$ cat config.mk
export PLATFORM = sky130hd
export DESIGN_NAME = salc_lru
export DESIGN_NICKNAME = d
export VERILOG_FILES = /design/src/hdl/salc_pkg.sv /design/src/hdl/salc_lru.sv
export SDC_FILE = /design/constraint.sdc
export NUM_CORES = 1
export LEC_CHECK = 0
export ABC_AREA = 1
export BUFFER_PORTS_ARGS = -buffer_cell sky130_fd_sc_hd__buf_2
export CORE_ASPECT_RATIO = 1.2
export CORE_MARGIN = 2
export CORE_UTILIZATION = 25
export DETAILED_ROUTE_END_ITERATION = 8
export GPL_TIMING_DRIVEN = 0
export MAX_ROUTING_LAYER = met4
export PLACE_DENSITY_LB_ADDON = 0.15
export SLEW_MARGIN = 15
export SYNTH_ARGS = -nofsm -noshare
export SYNTH_HDL_FRONTEND = slang
export SYNTH_SLANG_ARGS = --single-unit
$ cat constraint.sdc
create_clock -name vclk -period 5.8
set_input_delay 1.16 -clock vclk [all_inputs]
set_output_delay 1.16 -clock vclk [all_outputs]
set_load 0.02 [all_outputs]
$ cat src/hdl/salc_pkg.sv
// Shared constants, state encoding and helpers for the set-associative LRU cache.
// No dependencies.
`default_nettype none

package salc_pkg;

  localparam int SETS_DEF           = 64;
  localparam int WAYS_DEF           = 4;
  localparam int WORDS_PER_LINE_DEF = 8;
  localparam int ADDRESS_WIDTH_DEF  = 32;

  localparam int CMD_W  = 1;
  localparam int ADDR_W = 32;
  localparam int DATA_W = 32;
  localparam int CNT_W  = 32;

  localparam logic [CMD_W-1:0] CMD_READ  = 1'b0;
  localparam logic [CMD_W-1:0] CMD_WRITE = 1'b1;

  typedef enum logic [1:0] {
    ST_CLEAR,
    ST_IDLE,
    ST_RESOLVE
  } state_t;

  function automatic int floor_log2(input int v);
    int n;
    int x;
    n = 0;
    x = v;
    while (x > 1) begin
      x = x >> 1;
      n = n + 1;
    end
    return n;
  endfunction

endpackage

`default_nettype wire

$ cat src/hdl/salc_lru.sv
// Tag match, victim choice and recency-rank update for one set.
// Combinational; depends on salc_pkg only through the house import.
`default_nettype none

module salc_lru #(
  parameter int WAYS  = 4,
  parameter int TAGW  = 23,
  parameter int RANKW = 3,
  parameter int WAYW  = 2
) (
  input  wire logic [WAYS-1:0][TAGW-1:0]  tags,
  input  wire logic [WAYS-1:0][RANKW-1:0] ranks,
  input  wire logic [TAGW-1:0]            tag,
  output logic                            hit,
  output logic [WAYW-1:0]                 victim,
  output logic [WAYS-1:0][RANKW-1:0]      rank_next
);
  import salc_pkg::*;

  logic [WAYS-1:0]  used_map;
  logic [RANKW-1:0] used;
  logic [RANKW-1:0] old_rank;

  always_comb begin
    hit    = 1'b0;
    victim = '0;
    for (int w = WAYS - 1; w >= 0; w--) begin
      if (tags[w] == tag) begin
        hit    = 1'b1;
        victim = WAYW'(w);
      end
    end
    if (!hit) begin
      // oldest used way, unless some way was never used
      for (int w = WAYS - 1; w >= 0; w--) begin
        if (ranks[w] == RANKW'(1)) begin
          victim = WAYW'(w);
        end
      end
      for (int w = WAYS - 1; w >= 0; w--) begin
        if (ranks[w] == '0) begin
          victim = WAYW'(w);
        end
      end
    end
  end

  always_comb begin
    for (int w = 0; w < WAYS; w++) begin
      used_map[w] = (ranks[w] != '0);
    end
    used     = RANKW'($countones(used_map));
    old_rank = ranks[victim];
    for (int w = 0; w < WAYS; w++) begin
      if (WAYW'(w) == victim) begin
        rank_next[w] = (old_rank == '0) ? RANKW'(used + RANKW'(1)) : used;
      end else if (old_rank != '0 && ranks[w] > old_rank) begin
        rank_next[w] = RANKW'(ranks[w] - RANKW'(1));
      end else begin
        rank_next[w] = ranks[w];
      end
    end
  end

endmodule

`default_nettype wire

-- Word level (Yosys, flattened, before mapping)
Index checks and enable logic that the tools add are counted.
- flip-flop bits (word level): 0
- input port bits: 127
- logic and storage cells: 67
- add/sub/neg operators: 8
- magnitude comparators: 5
- eq/ne operators: 11
- multiplexer cells: 28
- reduce and logical (&&, ||, !) cells: 15
- operators by type and width (cell ; number):
    $eq A23 B23 Y1 ; 4
    $mux W3 ; 10
    $mux W2 ; 13
    $logic_not A3 Y1 ; 5
    $reduce_bool A3 Y1 ; 5
    $eq A3 B1 Y1 const B ; 4
    $gt A3 B3 Y1 ; 4
    $sub A3 B1 Y3 const B ; 4
    $bmux W3 S2 ; 1
    $add A1 B1 Y2 ; 2
    $eq A2 B2 Y1 const A ; 2
    $logic_and A1 B1 Y1 ; 4
    $mux W1 ; 4
    $add A2 B2 Y3 ; 1
    $add A3 B1 Y3 const B ; 1
    $lt A2 B3 Y1 const B ; 1
    $eq A1 B2 Y1 const A ; 1
    $logic_not A2 Y1 ; 1

-- Logic depth before layout (Yosys ltp)
Gate-level depths: netlist of the first run.
- depth after elaboration: 20
- gate-level depth with buffers: 28
- depth with buffers taken out: 26

-- Worst setup path before layout of the first run
No wires, ideal clock.
- path type: input to output
- start: in tag[0]
- end: out rank_next[5] (netlist bit)
- data arrival time: 3670 ps
- required time: 4640 ps
- setup slack: 970 ps
- stages: 26
- buffers on the path: 2
- cell sequence: buf_2 -> nand2_1 -> inv_2 -> nor2_1 -> nor2_1 -> nand2_1 -> nor2_1 -> nand3_1 -> nand2_1 -> nor2_1 -> nand2_2 -> nand2_2 -> buf_6 -> nand3_1 -> nand2_1 -> nor2_4 -> ha_1 -> nand2_1 -> nor2_1 -> a211oi_1 -> a31oi_1 -> and2_1 -> nand2_1 -> nand2_1 -> nand3_1 -> nand2_1
- RTL lines (item ; line ; source):
    from (decl) ; salc_lru.sv:13 ; input wire logic [TAGW-1:0] tag,
    to (decl) ; salc_lru.sv:16 ; output logic [WAYS-1:0][RANKW-1:0] rank_next

==> results of run 1 <==
[how the worst max path moves through the flow]
| stage | from | to | slack, ns | cells past startpoint |
|---|---|---|---|---|
| final | ranks[7] | rank_next[5] | 0.35 | 26 |
| after floorplan | tag[0] | rank_next[5] | 0.97 | 26 |
| after global routing | ranks[7] | rank_next[5] | 0.02 | 26 |
| after global placement | ranks[7] | rank_next[5] | 0.30 | 27 |
| after CTS | ranks[7] | rank_next[5] | 0.28 | 26 |
| after detailed placement | ranks[7] | rank_next[5] | 0.29 | 26 |
[synth_stat cells (all sizes together) (4+ instances only)]
library cell,instances
nand2,281
nand3,53
nand4,6
xor2,23
xnor2,11
a211oi,4
a31oi,4
nor2,79
ha,26
buf,10
inv,108
[cell usage in the layout (no fill, tap or decap)]
cell and count:
nand3_1 51, and2_1 1, a21bo_2 1, inv_2 20, nor2_1 77, nand3_2 2, nand2_1 274, a31oi_2 3
or2_1 2, nor2_4 1, buf_2 143, nor2_2 1, a31oi_1 1, ha_1 26, fa_1 2, a21boi_0 1
xor2_1 23, a211oi_1 4, xnor2_1 11, buf_6 2, nand4_1 6, nand2_2 7, inv_1 88
[critical path, stage by stage]
cell	delay, ns
buf_2	0.12
inv_1	0.09
ha_1	0.18
nand2_1	0.11
nand3_1	0.08
nand2_1	0.07
a21bo_2	0.12
nand2_1	0.04
a21boi_0	0.27
nand2_2	0.16
nand2_2	0.10
buf_6	0.14
nand3_1	0.07
nand2_1	0.12
nor2_4	0.08
ha_1	0.33
nand2_1	0.06
nor2_1	0.08
a211oi_1	0.06
a31oi_2	0.26
and2_1	0.19
nand2_1	0.05
nand2_1	0.06
nand3_1	0.06
nand2_1	0.07
buf_2	0.16
[report_power, final]
group	switching, mW	internal (mW)
logic	0.256	0.161
clock network	0	0
registers	0	0
total	0.256	0.161
[stage by stage]
stage          setup slack, ns  std cells  hold slack (ns)
2_1_floorplan            0.970        612             2.57
3_3_place_gp             0.302        904             2.77
3_5_place_dp             0.292        904             2.77
4_1_cts                  0.279        904             2.77
5_1_grt                 0.0176        904             2.79
6_report                 0.348        904             2.76
[routing by layer]
metal / routed length [um] / vias up
met3: 469 / 10
met4: 130 / 0
li1: - / 2105
met5: 0 / -
met2: 4960 / 95
met1: 3990 / 1587
[timing repair]
action | CTS | global route
buffers inserted | 0 | 0
resized for setup | 0 | 3
endpoints found under the setup margin | 0 | 4
hold endpoints to repair | 0 | 0
[logic make-up (layout without fill, tap and decap cells)]
| family | after synthesis | count (layout) | share of synthesized area |
|---|---|---|---|
| XOR/XNOR | 34 | 34 | 0.102 |
| adder cells (fa/ha/maj) | 28 | 28 | 0.125 |
| AND/OR/NAND/NOR | 422 | 422 | 0.587 |
| buffers and inverters | 118 | 253 | 0.161 |
| AO/OA/AOI/OAI | 10 | 10 | 0.0249 |
[final cells by class]
class                      count  area [sq um]  area share
tap                          157           196      0.0516
inverter                     108           405       0.107
multi-input combinational    494          2460       0.648
timing repair buffer         135           676       0.178
buffer                        10          62.6      0.0164
==> impl_metrics.tcl, run 1 <==
set metrics [dict create \
    drive_above_1_share 0.241 \
    arrival_ns 4.29 \
    fp.coreArea_sq_um 11500 \
    hold_depth 5 \
    dp_hpwl_um 8470 \
    hp-class "primary input to primary output" \
    post-route-min-period_ns 5.45 \
    design.seq.count 0 \
    ys_warn_count 0 \
    die_x_um 103 \
    start_util 0.254 \
    io_pins 142 \
    vias_per_cell 4.20 \
    synth_area_leaders "nand2_1 (35%), inv_1 (11%), ha_1 (11%), nor2_1 (9.9%), nand3_1 (8.8%)" \
    hold_violations 0 \
    grt.busiest_layer "met2" \
    port_buffers 135 \
    grtUsageMet2 0.290 \
    drv_slew 0 \
    cp-start-kind "primary input" \
    yosys.area.top_type_share 0.353 \
    finalPower_mw 0.417 \
    grt_antenna_before_repair 0 \
    rsz0062_at_grt "no" \
    setup-violations-final 0 \
    maxCapViolations 0 \
    status "complete, no violations" \
    min_from "ranks[6]" \
    syn_avg_cell_area_sq_um 4.76 \
    syn-num-nets 767 \
    drtIter0Drc 86 \
    routed_wl_um 9560 \
    relSlewSlack 0.710 \
    drtAntennaViolNets 0 \
    required_ns 4.64 \
    path_max_fanout 10 \
    num_vias 3797 \
    fin_crit_sh 0.940 \
    synth_cell_types 22 \
    rows 43 \
    fmax_mhz 183 \
    grt_pass1_wl_um 14800 \
    final_util 0.332 \
    diodes 0 \
    grt.total_usage 0.147 \
    finalSetupTns_ns 0 \
    clock_buffers 0 \
    crit_type "primary input to primary output" \
    synth_top_cell_by_area "nand2_1" \
    cts_hold_buf 0 \
    fin_area_sq_um 3800 \
    place_congestion 0.862 \
    power.density_nw_per_um2 110 \
    use_met3 0.00569 \
    grt.overflow.total 0 \
    power_leakage_nw 2.52 \
    synth-seq-area-share 0 \
    placed_cell_area_sq_um 3790 \
    end_kind "primary output" \
    dieArea_sq_um 12500 \
    hold_end "rank_next[6]" \
    worst_slew_pin_slew_ns 0.432 \
    syn_area_sq_um 2910 \
    grt_max_degree 11 \
    syn_to_final_growth_pct 30.6 \
    nets 904 \
    drc 0 \
    peakVddDrop_uv 101 \
    drt-pass1-iter-count 4 \
    grt_pass1_vias 3545 \
    grt_use_met1 0.165 \
    dieHeight_um 122 \
    synth_cells 612 \
    wl_per_cell_um 10.6 \
    nFillCells 1336 \
    regArea_sq_um 0 \
]
No activity file was read; power rests on OpenSTA's default activity.
==> run 2, diff against run 1 <==
Settings changed: BUFFER_PORTS_ARGS -buffer_cell sky130_fd_sc_hd__buf_2 to unset, DONT_BUFFER_PORTS set to 1, RECOVER_POWER set to 50.
==> run 2 against run 1 <==
Compared with the run above:
- cell area down 18%
- non-clock buffer count fell by 135
- utilization fell by 6.1 points
- worst hold slack lost 0.18 ns
- fmax up 1.4%
- die area is the same
- final cell count fell by 15%
- combinational power down 21%
- largest cell class unchanged
- highest routed layer unchanged
==> impl_metrics.tcl, run 2 (synthesis gave the netlist of run 1 again) <==
set metrics [dict create \
    status "complete, no violations" \
    die_x_um 103 \
    placed_cell_area_sq_um 3110 \
    cp-startpoint "tag[10]" \
    nets 769 \
    syn_to_final_growth_pct 6.48 \
    grt.overflow.total 0 \
    io_pins 142 \
    end_kind "primary output" \
    design.seq.count 0 \
    hold_end "rank_next[8]" \
    dieArea_sq_um 12500 \
    cpPeakStageDelay_ns 0.33 \
    dieHeight_um 122 \
    cts_hold_buf 0 \
    fp.coreArea_sq_um 11500 \
    fin_area_sq_um 3100 \
    worst_slew_pin_slew_ns 0.429 \
    post-route-min-period_ns 5.38 \
    drtIter0Drc 101 \
    vias_per_cell 4.35 \
    required_ns 4.64 \
    arrival_ns 4.22 \
    path_max_fanout 10 \
    crit_top_cell "nand2_1" \
    peakVddDrop_uv 79.2 \
    place_congestion 0.854 \
    min_from "ranks[8]" \
    cts_resized 0 \
    regArea_sq_um 0 \
    grt.total_usage 0.139 \
    grt_antenna_before_repair 0 \
    relSlewSlack 0.712 \
    layout.cells.most_common "nand2_1" \
    routed_wl_um 9020 \
    drive_above_1_share 0.0654 \
    num_vias 3347 \
    rsz0062_at_grt "no" \
    layout.cells.non_filler 769 \
    cts_setup_buffers 0 \
    start_util 0.254 \
    hold_violations 0 \
    clock_buffers 0 \
    drtAntennaViolNets 0 \
    finalSetupTns_ns 0 \
    grt_max_degree 11 \
    fmax_mhz 186 \
    power.density_nw_per_um2 106 \
    dp_cells 769 \
    power_leakage_nw 1.99 \
    fin_crit_sh 0.927 \
    crit_type "primary input to primary output" \
    drv_slew 0 \
    setup-violations-final 0 \
    final_cell_mix "nand2_1 (275), inv_1 (88), nor2_1 (77)" \
    cp-start-kind "primary input" \
    hold_depth 4 \
    crit_slowest_cell "nor2_2" \
    wl_per_cell_um 11.7 \
    diodes 0 \
    rows 43 \
    hp-class "primary input to primary output" \
    drt-pass1-iter-count 4 \
    port_buffers 0 \
    grt_pass1_vias 3127 \
    grt_pass1_wl_um 13800 \
    crit_path_cell_trace "buf_2, xor2_1, nor2_1, nand2_1, nor2_1, nand3_1, nand2_1, nand2_1, nand2_2, nand2_1, buf_6, nand3_1, nand2_1, nor2_2, ha_1, nand2_1, nor2_1, a211oi_1, a31oi_1, and2_1, nand3_1, nand3_1, nand2_1" \
    final_util 0.271 \
    dp_hpwl_um 8060 \
    maxCapViolations 0 \
    drc 0 \
    hold-worst-slack_ns 2.59 \
]
run 2: through the flow:
step           setup WS, ns  total power [mW]
6_report              0.421             0.328
5_1_grt              0.0580             0.379
4_1_cts               0.435             0.332
3_5_place_dp          0.447             0.331
3_3_place_gp          0.480             0.326
2_1_floorplan         0.970             0.275
run 2: critical path: cells and delay by family:
family / cells / cell delay [ns]
and+or+nand+nor: 17 / 1.94
adders and majority gates: 1 / 0.32
buffers and inverters: 2 / 0.30
AOI/OAI and AO/OA: 2 / 0.29
xor gates and xnor gates: 1 / 0.16
run 2: layout make-up:
type	count	area, sq um
inverter	108	405
fill	1310	8360
buffer	10	62.6
tap	157	196
multi-input combinational	494	2440
run 2: worst max-delay path by stage:
stage                        end  slack, ns
floorplan           rank_next[5]       0.97
global placement    rank_next[5]       0.48
detailed placement  rank_next[5]       0.45
CTS                 rank_next[5]       0.44
global route        rank_next[7]       0.06
finish              rank_next[5]       0.42
run 2: per-layer routing:
layer | global-route usage | vias up | routed length, um
li1 | - | 1826 | -
met1 | 0.146 | 1414 | 3540
met2 | 0.275 | 97 | 4720
met3 | 0.0194 | 10 | 622
met4 | 0.0175 | 0 | 139
met5 | - | - | 0
run 2: power breakdown:
part	internal, mW	switching, mW	total (mW)
Combinational	0.112	0.216	0.328
Sequential	0	0	0
Clock	0	0	0
Total	0.112	0.216	0.328
